`src/rtl/core/rtp_meta_info_field_parser_defines.svh`:
```
// Assertion macros shared by the result buffer and the per-byte parser.
// Each macro expects signals named clk and rst in the module that uses it.
`ifndef RTP_META_INFO_FIELD_PARSER_DEFINES_SVH
`define RTP_META_INFO_FIELD_PARSER_DEFINES_SVH

// Whenever ante holds, cons holds in the same cycle.
`define RMIFP_ASSERT_IMP(label, ante, cons, msg) \
  label: assert property (@(posedge clk) disable iff (rst) (ante) |-> (cons)) \
    else $error(msg);

// Whenever ante holds, cons holds in the next cycle.
`define RMIFP_ASSERT_NXT(label, ante, cons, msg) \
  label: assert property (@(posedge clk) disable iff (rst) (ante) |=> (cons)) \
    else $error(msg);

// The condition never holds.
`define RMIFP_ASSERT_NEVER(label, cond, msg) \
  label: assert property (@(posedge clk) disable iff (rst) !(cond)) \
    else $error(msg);

`endif

```
`src/rtl/core/rmifp_pkg.sv`:
```
// ----------------------------------------------------------------------------
// rmifp_pkg
// Types, constants and lookup tables of the RTP meta-info field parser.
// ----------------------------------------------------------------------------
`default_nettype none

package rmifp_pkg;

  localparam int NUM_ID_REGS         = 6;
  localparam int DEF_NUM_FIELD_KINDS = 6;
  localparam int DEF_HEADER_BYTES    = 12;
  localparam int CFG_ADDR_W          = 5;
  localparam int CFG_DATA_W          = 32;

  localparam logic [7:0]  ID_UNUSED   = 8'd128;
  localparam logic [15:0] NAME_UNUSED = 16'h8000;

  // Register indexes of the configuration port.
  localparam logic [2:0] REG_ID_PACKET_POSITION = 3'd0;
  localparam logic [2:0] REG_ID_TRANSMIT_TIME   = 3'd1;
  localparam logic [2:0] REG_ID_FRAME_TYPE      = 3'd2;
  localparam logic [2:0] REG_ID_PACKET_NUMBER   = 3'd3;
  localparam logic [2:0] REG_ID_SEQUENCE_NUMBER = 3'd4;
  localparam logic [2:0] REG_ID_MEDIA_DATA      = 3'd5;

  typedef enum logic [2:0] {
    PH_HEADER  = 3'd0,
    PH_START   = 3'd1,
    PH_CLEN    = 3'd2,
    PH_NAME_LO = 3'd3,
    PH_LEN_HI  = 3'd4,
    PH_LEN_LO  = 3'd5,
    PH_VALUE   = 3'd6
  } phase_t;

  typedef enum logic [2:0] {
    FK_POSITION   = 3'd0,
    FK_XMIT_TIME  = 3'd1,
    FK_FRAME_TYPE = 3'd2,
    FK_PACKET_NUM = 3'd3,
    FK_SEQUENCE   = 3'd4,
    FK_MEDIA      = 3'd5,
    FK_ILLEGAL    = 3'd7
  } field_t;

  typedef struct packed {
    logic [7:0]  data_byte;
    logic [15:0] packet_length;
    logic        last_byte;
  } in_t;

  typedef struct packed {
    logic        packet_ok;
    logic [63:0] packet_position;
    logic [63:0] transmit_time;
    logic [15:0] frame_type;
    logic [63:0] packet_number;
    logic [15:0] sequence_number;
    logic [15:0] media_offset;
    logic [15:0] media_length;
  } out_t;

  // Two-character names of the uncompressed field forms.
  function automatic logic [15:0] kind_name(input field_t f);
    logic [15:0] n;
    case (f)
      FK_POSITION:   n = 16'h7070;  // "pp"
      FK_XMIT_TIME:  n = 16'h7474;  // "tt"
      FK_FRAME_TYPE: n = 16'h6674;  // "ft"
      FK_PACKET_NUM: n = 16'h706E;  // "pn"
      FK_SEQUENCE:   n = 16'h7371;  // "sq"
      FK_MEDIA:      n = 16'h6D64;  // "md"
      default:       n = NAME_UNUSED;
    endcase
    return n;
  endfunction

  // Required value length of each kind; zero means any length is allowed.
  function automatic logic [15:0] kind_len(input field_t f);
    logic [15:0] l;
    case (f)
      FK_POSITION:   l = 16'd8;
      FK_XMIT_TIME:  l = 16'd8;
      FK_FRAME_TYPE: l = 16'd2;
      FK_PACKET_NUM: l = 16'd8;
      FK_SEQUENCE:   l = 16'd2;
      default:       l = 16'd0;
    endcase
    return l;
  endfunction

endpackage

`default_nettype wire

```
`src/rtl/core/rmifp_out_buf.sv`:
```
// ----------------------------------------------------------------------------
// rmifp_out_buf
// Two-word result buffer; the head word drives the result channel.
// ----------------------------------------------------------------------------
`default_nettype none
`include "rtp_meta_info_field_parser_defines.svh"

module rmifp_out_buf import rmifp_pkg::*; (
  input  wire logic clk,
  input  wire logic rst,
  input  wire logic push,
  input  wire out_t din,
  output logic      full,
  output logic      result_valid,
  input  wire logic result_stall,
  output out_t      result_data
);

  logic [1:0] count;
  out_t       slot0;
  out_t       slot1;
  logic       pop;

  assign pop          = (count != 2'd0) && !result_stall;
  assign full         = (count == 2'd2);
  assign result_valid = (count != 2'd0);
  assign result_data  = slot0;

  always_ff @(posedge clk) begin
    if (rst) begin
      count <= 2'd0;
    end else begin
      count <= count + {1'b0, push} - {1'b0, pop};
    end
  end

  // Slot 0 always holds the oldest word.
  always_ff @(posedge clk) begin
    if (pop) begin
      if (push && count == 2'd1) begin
        slot0 <= din;
      end else begin
        slot0 <= slot1;
      end
      if (push && count == 2'd2) begin
        slot1 <= din;
      end
    end else if (push) begin
      if (count == 2'd0) begin
        slot0 <= din;
      end else begin
        slot1 <= din;
      end
    end
  end

  `RMIFP_ASSERT_NEVER(a_no_overflow, push && count == 2'd2, "result buffer overflow")
  `RMIFP_ASSERT_NEVER(a_count_range, count == 2'd3, "result buffer count out of range")
  `RMIFP_ASSERT_NXT(a_drain, pop && !push && count == 2'd1, count == 2'd0, "buffer did not drain")

endmodule

`default_nettype wire

```
`src/rtl/core/rmifp_parser.sv`:
```
// ----------------------------------------------------------------------------
// rmifp_parser
// Per-byte field parser: packet state, stored values and the result word.
// ----------------------------------------------------------------------------
`default_nettype none
`include "rtp_meta_info_field_parser_defines.svh"

module rmifp_parser import rmifp_pkg::*; #(
  parameter int NUM_FIELD_KINDS = DEF_NUM_FIELD_KINDS,
  parameter int HEADER_BYTES    = DEF_HEADER_BYTES
) (
  input  wire logic                         clk,
  input  wire logic                         rst,
  input  wire logic                         take,
  input  wire in_t                          item,
  input  wire logic [NUM_ID_REGS-1:0][7:0]  cfg_ids,
  output out_t                              result
);

  logic [15:0] byte_position, byte_position_next;
  phase_t      parse_phase, parse_phase_next;
  field_t      current_field, current_field_next;
  logic [15:0] field_length, field_length_next;
  logic [15:0] bytes_left_in_field, bytes_left_in_field_next;
  logic [63:0] value_accumulator, value_accumulator_next;
  logic [7:0]  name_high_byte, name_high_byte_next;
  logic        parse_ended, parse_ended_next;
  logic        parse_failed, parse_failed_next;
  logic [63:0] stored_position, stored_position_next;
  logic [63:0] stored_transmit_time, stored_transmit_time_next;
  logic [15:0] stored_frame_type, stored_frame_type_next;
  logic [63:0] stored_packet_number, stored_packet_number_next;
  logic [15:0] stored_sequence, stored_sequence_next;
  logic [15:0] stored_media_offset, stored_media_offset_next;
  logic [15:0] stored_media_length, stored_media_length_next;

  phase_t      ph;
  logic        hdr;
  logic [15:0] need;
  logic [16:0] vpos;
  logic [17:0] vend;
  logic [15:0] left_dec;

  // First match in register order wins. Kinds beyond the six registers
  // have no register and no name, so they never match.
  function automatic field_t id_lookup(input logic [NUM_ID_REGS-1:0][7:0] ids,
                                       input logic [6:0] id);
    field_t f;
    f = FK_ILLEGAL;
    for (int k = NUM_ID_REGS - 1; k >= 0; k--) begin
      if (k < NUM_FIELD_KINDS && ids[k] == {1'b0, id}) begin
        f = field_t'(k[2:0]);
      end
    end
    return f;
  endfunction

  function automatic field_t name_lookup(input logic [15:0] name);
    field_t f;
    f = FK_ILLEGAL;
    for (int k = NUM_ID_REGS - 1; k >= 0; k--) begin
      if (k < NUM_FIELD_KINDS && kind_name(field_t'(k[2:0])) == name) begin
        f = field_t'(k[2:0]);
      end
    end
    return f;
  endfunction

  always_comb begin
    byte_position_next        = byte_position;
    parse_phase_next          = parse_phase;
    current_field_next        = current_field;
    field_length_next         = field_length;
    bytes_left_in_field_next  = bytes_left_in_field;
    value_accumulator_next    = value_accumulator;
    name_high_byte_next       = name_high_byte;
    parse_ended_next          = parse_ended;
    parse_failed_next         = parse_failed;
    stored_position_next      = stored_position;
    stored_transmit_time_next = stored_transmit_time;
    stored_frame_type_next    = stored_frame_type;
    stored_packet_number_next = stored_packet_number;
    stored_sequence_next      = stored_sequence;
    stored_media_offset_next  = stored_media_offset;
    stored_media_length_next  = stored_media_length;
    ph       = parse_phase;
    hdr      = 1'b0;
    need     = 16'd0;
    vend     = 18'd0;
    left_dec = 16'd0;
    // The value of a field whose header ends on this byte starts at the next.
    vpos     = {1'b0, byte_position} + 17'd1;

    if (take) begin
      if (!parse_ended) begin
        if (parse_phase == PH_HEADER && byte_position >= 16'(HEADER_BYTES)) begin
          ph               = PH_START;
          parse_phase_next = PH_START;
        end
        case (ph)
          PH_HEADER: begin
          end
          PH_START: begin
            if ({1'b0, byte_position} + 17'd2 >= {1'b0, item.packet_length}) begin
              parse_ended_next = 1'b1;
            end else if (item.data_byte[7]) begin
              current_field_next = id_lookup(cfg_ids, item.data_byte[6:0]);
              parse_phase_next   = PH_CLEN;
            end else if ({1'b0, byte_position} + 17'd4 >= {1'b0, item.packet_length}) begin
              parse_ended_next = 1'b1;
            end else begin
              name_high_byte_next = item.data_byte;
              parse_phase_next    = PH_NAME_LO;
            end
          end
          PH_CLEN: begin
            field_length_next = {8'h00, item.data_byte};
            hdr               = 1'b1;
          end
          PH_NAME_LO: begin
            current_field_next = name_lookup({name_high_byte, item.data_byte});
            parse_phase_next   = PH_LEN_HI;
          end
          PH_LEN_HI: begin
            field_length_next = {item.data_byte, 8'h00};
            parse_phase_next  = PH_LEN_LO;
          end
          PH_LEN_LO: begin
            field_length_next = field_length | {8'h00, item.data_byte};
            hdr               = 1'b1;
          end
          PH_VALUE: begin
            value_accumulator_next = {value_accumulator[55:0], item.data_byte};
            left_dec = (bytes_left_in_field != 16'd0) ? bytes_left_in_field - 16'd1
                                                      : bytes_left_in_field;
            bytes_left_in_field_next = left_dec;
            if (left_dec == 16'd0) begin
              case (current_field)
                FK_POSITION:   stored_position_next      = value_accumulator_next;
                FK_XMIT_TIME:  stored_transmit_time_next = value_accumulator_next;
                FK_FRAME_TYPE: stored_frame_type_next    = value_accumulator_next[15:0];
                FK_PACKET_NUM: stored_packet_number_next = value_accumulator_next;
                FK_SEQUENCE:   stored_sequence_next      = value_accumulator_next[15:0];
                default: begin
                end
              endcase
              parse_phase_next = PH_START;
            end
          end
          default: begin
            parse_ended_next = 1'b1;
          end
        endcase

        // Header complete: length check, bound check, then the value starts.
        if (hdr) begin
          need = kind_len(current_field);
          vend = {1'b0, vpos} + {2'b00, field_length_next};
          if (need != 16'd0 && need != field_length_next) begin
            parse_failed_next = 1'b1;
            parse_ended_next  = 1'b1;
          end else if (vend > {2'b00, item.packet_length}) begin
            parse_failed_next = 1'b1;
            parse_ended_next  = 1'b1;
          end else begin
            if (current_field == FK_MEDIA) begin
              stored_media_offset_next = vpos[15:0];
              stored_media_length_next = field_length_next;
            end
            bytes_left_in_field_next = field_length_next;
            value_accumulator_next   = 64'd0;
            parse_phase_next = (field_length_next == 16'd0) ? PH_START : PH_VALUE;
          end
        end
      end

      if (byte_position != 16'hFFFF) begin
        byte_position_next = byte_position + 16'd1;
      end
    end

    result.packet_ok       = !parse_failed_next;
    result.packet_position = stored_position_next;
    result.transmit_time   = stored_transmit_time_next;
    result.frame_type      = stored_frame_type_next;
    result.packet_number   = stored_packet_number_next;
    result.sequence_number = stored_sequence_next;
    result.media_offset    = stored_media_offset_next;
    result.media_length    = stored_media_length_next;

    // The last byte closes the packet; stored values are kept.
    if (take && item.last_byte) begin
      byte_position_next       = 16'd0;
      parse_phase_next         = PH_HEADER;
      current_field_next       = FK_ILLEGAL;
      field_length_next        = 16'd0;
      bytes_left_in_field_next = 16'd0;
      value_accumulator_next   = 64'd0;
      name_high_byte_next      = 8'd0;
      parse_ended_next         = 1'b0;
      parse_failed_next        = 1'b0;
    end
  end

  always_ff @(posedge clk) begin
    if (rst) begin
      byte_position        <= 16'd0;
      parse_phase          <= PH_HEADER;
      current_field        <= FK_ILLEGAL;
      field_length         <= 16'd0;
      bytes_left_in_field  <= 16'd0;
      value_accumulator    <= 64'd0;
      name_high_byte       <= 8'd0;
      parse_ended          <= 1'b0;
      parse_failed         <= 1'b0;
      stored_position      <= 64'd0;
      stored_transmit_time <= 64'd0;
      stored_frame_type    <= 16'd0;
      stored_packet_number <= 64'd0;
      stored_sequence      <= 16'd0;
      stored_media_offset  <= 16'd0;
      stored_media_length  <= 16'd0;
    end else begin
      byte_position        <= byte_position_next;
      parse_phase          <= parse_phase_next;
      current_field        <= current_field_next;
      field_length         <= field_length_next;
      bytes_left_in_field  <= bytes_left_in_field_next;
      value_accumulator    <= value_accumulator_next;
      name_high_byte       <= name_high_byte_next;
      parse_ended          <= parse_ended_next;
      parse_failed         <= parse_failed_next;
      stored_position      <= stored_position_next;
      stored_transmit_time <= stored_transmit_time_next;
      stored_frame_type    <= stored_frame_type_next;
      stored_packet_number <= stored_packet_number_next;
      stored_sequence      <= stored_sequence_next;
      stored_media_offset  <= stored_media_offset_next;
      stored_media_length  <= stored_media_length_next;
    end
  end

  `RMIFP_ASSERT_IMP(a_fail_ends, parse_failed, parse_ended, "failed packet not ended")
  `RMIFP_ASSERT_NXT(a_pkt_clear, take && item.last_byte,
                    byte_position == 16'd0 && !parse_ended && !parse_failed,
                    "packet state not cleared after last byte")
  `RMIFP_ASSERT_IMP(a_hdr_skip, parse_phase == PH_HEADER,
                    byte_position <= 16'(HEADER_BYTES), "header skip ran past header")

endmodule

`default_nettype wire

```
`src/rtl/core/rtp_meta_info_field_parser.sv`:
```
// ----------------------------------------------------------------------------
// rtp_meta_info_field_parser
// Parses RTP meta-info fields from a byte stream and reports per packet.
// ----------------------------------------------------------------------------
// Packet bytes enter on the byte channel (byte_valid, byte_stall, byte_data),
// one word per byte, from byte zero; last_byte marks the final byte. The
// fixed header is skipped, then compressed and uncompressed fields are parsed.
// One result word leaves on the result channel (result_valid, result_stall,
// result_data) for each packet, after its last byte, carrying the ok flag and
// the latest stored values.
// The block takes one byte per cycle while the input does not stall. A byte
// is registered at the input and parsed as it moves on; the result word of a
// last byte is then registered in a two-word buffer. A receiver that stalls
// holds the buffer, and only when both words are occupied does the input
// stall, and then only on a last byte.
// The six compressed IDs are written through the APB-style port at byte
// addresses 0, 4, ..., 20; only bit 7..0 of each is kept. Synchronous reset
// sets the IDs to 128 (unused), clears all parser state and stored values,
// and empties the result buffer.
// ----------------------------------------------------------------------------
`default_nettype none

module rtp_meta_info_field_parser import rmifp_pkg::*; #(
  parameter int NUM_FIELD_KINDS = DEF_NUM_FIELD_KINDS,
  parameter int HEADER_BYTES    = DEF_HEADER_BYTES
) (
  input  wire logic                  clk,
  input  wire logic                  rst,
  input  wire logic                  byte_valid,
  output logic                       byte_stall,
  input  wire in_t                   byte_data,
  output logic                       result_valid,
  input  wire logic                  result_stall,
  output out_t                       result_data,
  input  wire logic                  psel,
  input  wire logic                  penable,
  input  wire logic                  pwrite,
  input  wire logic [CFG_ADDR_W-1:0] paddr,
  input  wire logic [CFG_DATA_W-1:0] pwdata,
  output logic [CFG_DATA_W-1:0]      prdata,
  output logic                       pready
);

  logic [NUM_ID_REGS-1:0][7:0] cfg_ids;
  logic [2:0]                  reg_idx;
  logic                        reg_hit;

  in_t  byte_q;
  logic byte_q_valid;
  logic advance;
  logic buf_full;
  out_t result;

  // Configuration registers.
  assign pready  = 1'b1;
  assign reg_idx = paddr[CFG_ADDR_W-1:2];
  assign reg_hit = (reg_idx <= REG_ID_MEDIA_DATA);
  assign prdata  = reg_hit ? {{(CFG_DATA_W-8){1'b0}}, cfg_ids[reg_idx]} : '0;

  always_ff @(posedge clk) begin
    if (rst) begin
      for (int k = 0; k < NUM_ID_REGS; k++) begin
        cfg_ids[k] <= ID_UNUSED;
      end
    end else if (psel && penable && pwrite && reg_hit) begin
      cfg_ids[reg_idx] <= pwdata[7:0];
    end
  end

  // Input register. A byte that produces a result moves on only when the
  // result buffer has room.
  assign advance    = byte_q_valid && (!byte_q.last_byte || !buf_full);
  assign byte_stall = byte_q_valid && !advance;

  always_ff @(posedge clk) begin
    if (rst) begin
      byte_q_valid <= 1'b0;
    end else if (byte_valid && !byte_stall) begin
      byte_q_valid <= 1'b1;
    end else if (advance) begin
      byte_q_valid <= 1'b0;
    end
  end

  always_ff @(posedge clk) begin
    if (byte_valid && !byte_stall) begin
      byte_q <= byte_data;
    end
  end

  rmifp_parser #(
    .NUM_FIELD_KINDS (NUM_FIELD_KINDS),
    .HEADER_BYTES    (HEADER_BYTES)
  ) u_parser (
    .clk     (clk),
    .rst     (rst),
    .take    (advance),
    .item    (byte_q),
    .cfg_ids (cfg_ids),
    .result  (result)
  );

  rmifp_out_buf u_out_buf (
    .clk          (clk),
    .rst          (rst),
    .push         (advance && byte_q.last_byte),
    .din          (result),
    .full         (buf_full),
    .result_valid (result_valid),
    .result_stall (result_stall),
    .result_data  (result_data)
  );

endmodule

`default_nettype wire

```
`config.mk`:
```
export PLATFORM = sky130hd
export DESIGN_NAME = rtp_meta_info_field_parser
export DESIGN_NICKNAME = d
export VERILOG_FILES = /design/src/rtl/core/rmifp_pkg.sv /design/src/rtl/core/rmifp_out_buf.sv /design/src/rtl/core/rmifp_parser.sv /design/src/rtl/core/rtp_meta_info_field_parser.sv
export VERILOG_INCLUDE_DIRS = /design/src /design/src/rtl/core
export SDC_FILE = /design/constraint.sdc
export NUM_CORES = 2
export LEC_CHECK = 0
export BUFFER_PORTS_ARGS = -buffer_cell sky130_fd_sc_hd__buf_2
export CAP_MARGIN = 20
export CORE_ASPECT_RATIO = 1.75
export CORE_MARGIN = 5
export CORE_UTILIZATION = 25
export CTS_CLUSTER_DIAMETER = 30
export DETAILED_ROUTE_END_ITERATION = 6
export PLACE_DENSITY = 0.46
export SLEW_MARGIN = 20
export SYNTH_ARGS = -nofsm -noshare
export SYNTH_HDL_FRONTEND = slang
export SYNTH_SLANG_ARGS = --single-unit
export TNS_END_PERCENT = 100
```
`constraint.sdc`:
```
create_clock -name clk -period 31.6 [get_ports clk]
set_clock_uncertainty 0.1 [all_clocks]
set_input_delay 3.16 -clock clk [delete_from_list [all_inputs] [get_ports clk]]
set_output_delay 3.16 -clock clk [all_outputs]
set_load 0.05 [all_outputs]
```
Yosys cells after proc, flatten, opt, wreduce, memory -nomap -nowiden
Cells that the tools add are included.

word-level totals
  word-level logic and storage cells = 268
  register bits = 973
  output and inout bits = 292

operators by class
  add/sub/neg operators = 8
  reduce and logical (&&, ||, !) cells = 44
  equality and inequality tests = 31
  order comparisons = 7
  mux-type cells = 130
  bitwise logic cells = 5

operators by type and width
  cell                                                                                   count
  257-bit 2-to-1 mux                                                                     8
  64-bit 2-to-1 mux                                                                      19
  16-bit 2-to-1 mux                                                                      50
  16-bit by 15-bit == test with 1-bit output                                             6
  3-bit 2-to-1 mux                                                                       21
  48-bit bitwise mux                                                                     1
  8-bit by 7-bit == test with 1-bit output                                               6
  16-bit one-hot mux with 3 select lines                                                 1
  17-bit by 16-bit greater-or-equal comparator with 1-bit output                         2
  16-bit zero test                                                                       2
  16-bit nonzero test                                                                    2
  8-bit binary-select mux with 3-bit select                                              1
  8-bit demux with 3-bit select                                                          1
  8-bit 2-to-1 mux                                                                       3
  17-bit by 16-bit adder with 18-bit output                                              1
  18-bit by 16-bit greater-than comparator with 1-bit output                             1
  16-bit by 1-bit adder with 17-bit output (second input constant)                       1
  16-bit by 2-bit adder with 17-bit output (second input constant)                       1
  16-bit by 3-bit adder with 17-bit output (second input constant)                       1
  1-bit 2-to-1 mux                                                                       17
  16-bit by 1-bit adder with 16-bit output (second input constant)                       1
  16-bit by 4-bit greater-or-equal comparator with 1-bit output (second input constant)  1
  16-bit != test                                                                         1
  16-bit != test (second input constant)                                                 1
  other kinds (33)                                                                       76

Depth between registers and ports, before layout
  word-level depth = 23
  gate-level depth with buffers = 25
  depth with buffers taken out = 21

Cells and area by module
Synthesis repeated with hierarchy kept, for this count alone.

unflattened totals
  cells, all modules = 3,132
  area total of the unflattened synthesis = 41,065.6 µm²

by module, submodules not included
  module                      cells an instance  times used  area an instance (µm²)  sequential area each (µm²)
  rmifp_parser                2,021              1           18,931.9                7,507.2
  rmifp_out_buf               817                1           18,783.0                15,474.8
  rtp_meta_info_field_parser  294                1           3,350.7                 1,731.7

Least setup slack after synthesis
Ideal clock, no wire load.

  path type = input to register
  start = in result_stall
  end = reg u_out_buf.slot1[0] (netlist bit), enable pin
  data required time = 30.260 ns
  setup slack = 8.231 ns
  data arrival time = 22.029 ns
  stages = 3
  path buffers = 0
  cell sequence = or2_2 -> ha_1 -> nor3b_1

between the ends
  cells in the longest elaborated chain, start to end = 4
  elaborated cells on any way between the ends = 6
  classes of those cells = 2 x eq/ne; 4 x reduce/logical

ends and longest elaborated chain
  item                                                          RTL line                          source
  start, declared                                               rtp_meta_info_field_parser.sv:33  input wire logic result_stall,
  1-bit zero test *                                             rmifp_out_buf.sv:24               assign pop = (count != 2'd0) && !result_stall;
  1-bit logical AND *                                           rmifp_out_buf.sv:24
  2-bit != test (no source line), or another cell as far along  -
  3-bit AND reduction (no source line) *                        -
  end signal, assigned                                          rmifp_out_buf.sv:46               slot1 <= din;
  end signal, assigned                                          rmifp_out_buf.sv:52               slot1 <= din;
  end, declared                                                 rmifp_out_buf.sv:21               out_t slot1;

Every way passes the cells marked *; elsewhere a longest branch is shown, timed or not.
A chain may end at the register's enable or synchronous reset.

Worst setup path after layout
  start = in paddr[2]
  end = out prdata[4]

between the ends
  cells in the longest elaborated chain, start to end = 3
  elaborated cells on any way between the ends = 4
  classes of those cells = 1 x order compare; 3 x mux

ends and longest elaborated chain
  item                                       RTL line                          source
  start, declared                            rtp_meta_info_field_parser.sv:38  input wire logic [CFG_ADDR_W-1:0] paddr,
  8-bit binary-select mux with 3-bit select  rtp_meta_info_field_parser.sv:58  assign prdata = reg_hit ? {{(CFG_DATA_W-8){1'b0}}, cfg_ids[reg_idx]} : '0;
  8-bit 2-to-1 mux (not written as such)     rtp_meta_info_field_parser.sv:58
  8-bit 2-to-1 mux *                         rtp_meta_info_field_parser.sv:58
  end, declared                              rtp_meta_info_field_parser.sv:40  output logic [CFG_DATA_W-1:0] prdata,

Every way passes the cells marked *; elsewhere a longest branch is shown, timed or not. The select of a mux whose other input is x is not followed.

==> impl_metrics.ini <==
[clocking]
cts_tree = built
cts_setup_buffers = 0
clock_latency_ps = 790
cts.path.max_buffers = 4
cts-resized-gates = 0
cts.clk_slew.worst_paths_ps = 60
postCtsHoldBufs = 0
cts_buffers = 181
cts.sinks = 965
root_buffer = clkbuf_16
htreeDepth = 4

[global_route]
grt_util_all_layers = 0.139
grt_pass1_wl_um = 178000
grt_util_met3 = 0.0320
busiest_layer = met2
overflow = 0
grt_max_degree = 119
grt_util_met1 = 0.165
grt_pass1_vias = 27000
grt_util_met2 = 0.242
antenna_found_initial = 3

[logic_synthesis]
synth.largest_area_cell = edfxtp_1
synth.most_common_cell = nor2_1
synthArstFlopShare = 0
yosysWarnings = 0
yosys.area.top_type_share = 0.405
ys_types = 79
syn_avg_cell_area_um2 = 11.3
synth_edf_count = 539
synth_cells = 3531
synth_flop_cell = edfxtp_1
ys_top_cells_by_area = edfxtp_1 40%, dfxtp_1 21%, mux2i_1 8.1%, nor2_1 5.8%, a21oi_1 3.7%
netlist_area_mm2 = 0.0400
synthTopCellsByCount = 621 x nor2_1, 539 x edfxtp_1, 426 x dfxtp_1
ys_seq_elements = 965
synth_seq_area_share = 0.618

[die]
io_pins = 361
row_count = 194
die_width_um = 312
start_util = 0.251
die_height_um = 539
core-area_mm2 = 0.159
floorplan.die_area_mm2 = 0.168

[critical_path]
cp_slowest_stage_delay_ps = 420
crit_chain = buf_2, inv_1, nor2_1, a22oi_1, o22ai_1, buf_2
cp.required_ps = 28340
crit_path_max_fanout = 23
cp_slowest_cell = buf_2
startpoint_type = input pin
end_kind = output pin
crit_family = buffers and inverters
crit_top_cell = buf_2
path_buf_inv = 3
arrival_ps = 4740
path_class = in2out

[sta]
setup_slack_ps = 23600
relSlewSlack = 0.255
setup_violations = 0
drv_slew = 0
rsz0062_at_grt = no
finalCritPeriodShare = 0.253
fmax_ghz = 0.125
min_period_ps = 8000
finalSetupTns_ps = 0
hold_viol = 0
hold_slack_ps = 357
worst_slew_pin_slew_ps = 1120

[final_layout]
final_nets = 4001
fin_util = 0.312
area_growth_pct = 24.2
drive_above_1_share = 0.177
final.fill_count = 16300

[power]
p_sw_mw = 1.51
clock_power_share = 0.432
power_mw = 4.45
p_comb_frac = 0.207
power.internal_mw = 2.93
seqPwrFrac = 0.361
ir_drop_uv = 63.4
leakage_nw = 21.0
p_per_area_mw_per_mm2 = 89.5
switching_share = 0.340

[routing]
ant_nets = 0
wl_per_cell_um = 20.0
avgViaCountPerCell = 4.46
first_iter_violations = 1689
vias = 27100
drt-pass1-iter-count = 5
post-route-drc-count = 0
postRouteWirelength_um = 121000

[worst_hold_path]
hold_path_class = reg2reg

[place]
place_hpwl_um = 78300
port_buffers = 309
place.gp.congestion = 0.827
detailedPlace.worstSlack_ps = 23620

[job]
maxCapViolations = 0

[run_status]
status = finished clean
[layout by cell type, fill, tap and decap left out, types with 25 or more instances in the layout]
cell type,synthesis,routed
nand3_1,27,27
dfxtp_1,426,426
nand2_1,101,101
ha_1,71,71
mux2i_1,322,322
o21ai_1,30,32
buf_4,29,48
clkbuf_16,0,184
nor3_1,38,34
a32o_1,59,59
o21ai_0,35,31
xor2_1,65,65
inv_1,303,303
buf_2,12,308
xnor2_1,44,44
nor2_1,621,620
conb_1,2,25
a21oi_1,294,293
nor4_1,27,27
edfxtp_1,539,539
[registers in the layout (all words and copies together), names as in the netlist, 3 cells and up]
| name | count |
|---|---|
| u_parser.bytes_left_in_field | 16 |
| u_parser.value_accumulator | 56 |
| u_parser.name_high_byte | 7 |
| u_parser.current_field | 3 |
| cfg_ids | 48 |
| u_out_buf.slot1 | 257 |
| u_parser.stored_transmit_time | 64 |
| u_parser.stored_media_length | 16 |
| u_parser.stored_packet_number | 64 |
| u_parser.byte_position | 16 |
| u_parser.parse_phase | 3 |
| u_parser.stored_sequence | 16 |
| u_out_buf.result_data | 257 |
| u_parser.stored_media_offset | 16 |
| u_parser.field_length | 16 |
| byte_q | 25 |
| u_parser.stored_position | 64 |
| u_parser.stored_frame_type | 16 |
[cell type report]
type	instances	area, um^2	area share
timing repair buffer	360	1980	0.0399
antenna	3	7.51	0.000151
multi-input combinational	2049	13200	0.265
clock buffer	209	4790	0.0964
tap	2058	2570	0.0518
clock inverter	118	1330	0.0268
inverter	303	1140	0.0229
sequential	965	24700	0.497
[worst register-to-register path, stage by stage (launching register included)]
cell and delay, ps:
dfxtp_1 530, ha_1 410, and3_1 340, and4_1 400
and4_1 360, and3_1 310, nand2_1 100, xnor2_1 610
ha_1 420, a21o_1 190, a41oi_1 200, xnor2_1 160
ha_1 310, a211oi_1 220, o21ai_0 110, o31ai_1 370
nand3_1 220, nor4_4 250, buf_4 550, mux2i_1 400
o21ai_1 130
[power groups by stage]
stage	sequential [mW]	clock [mW]	combinational, mW
after floorplan	2.17	0	0.211
after global placement	1.63	0	0.937
after detailed placement	1.63	0	0.938
after CTS	1.61	1.97	0.940
after global routing	1.62	2.03	0.977
final	1.61	1.92	0.919
[per-stage QoR]
step                      cell area [um^2]  instances
after CTS                            49700       6061
final                                49700       6065
after detailed placement             43500       5734
after floorplan                      40100       3554
after global placement               43500       5734
after global routing                 49700       6063
[final timing paths]
path	startpoint	end	cells after the start	slack, ps
worst max-delay path	paddr[2]	prdata[4]	6	23600
worst min-delay path	u_parser.field_length[6]	u_parser.field_length[6]	2	360
worst max register to register	u_parser.byte_position[3]	u_out_buf.result_data[28]	20	24640
worst min register to register	u_parser.field_length[6]	u_parser.field_length[6]	2	360
[kinds of logic after synthesis]
group | share of synthesized area
other cells | 0.000188
simple gates | 0.104
xor+xnor | 0.0239
compound gates | 0.0890
mux | 0.0842
fa+ha+maj | 0.0227
flops | 0.618
buf+inv | 0.0579
[per-layer routing]
layer	vias up	share of wire
met2	703	0.50
met5	-	0
met3	258	0.054
met4	0	0.039
li1	13000	-
met1	13100	0.41
Note: power is estimated with default switching activity, not from simulation.
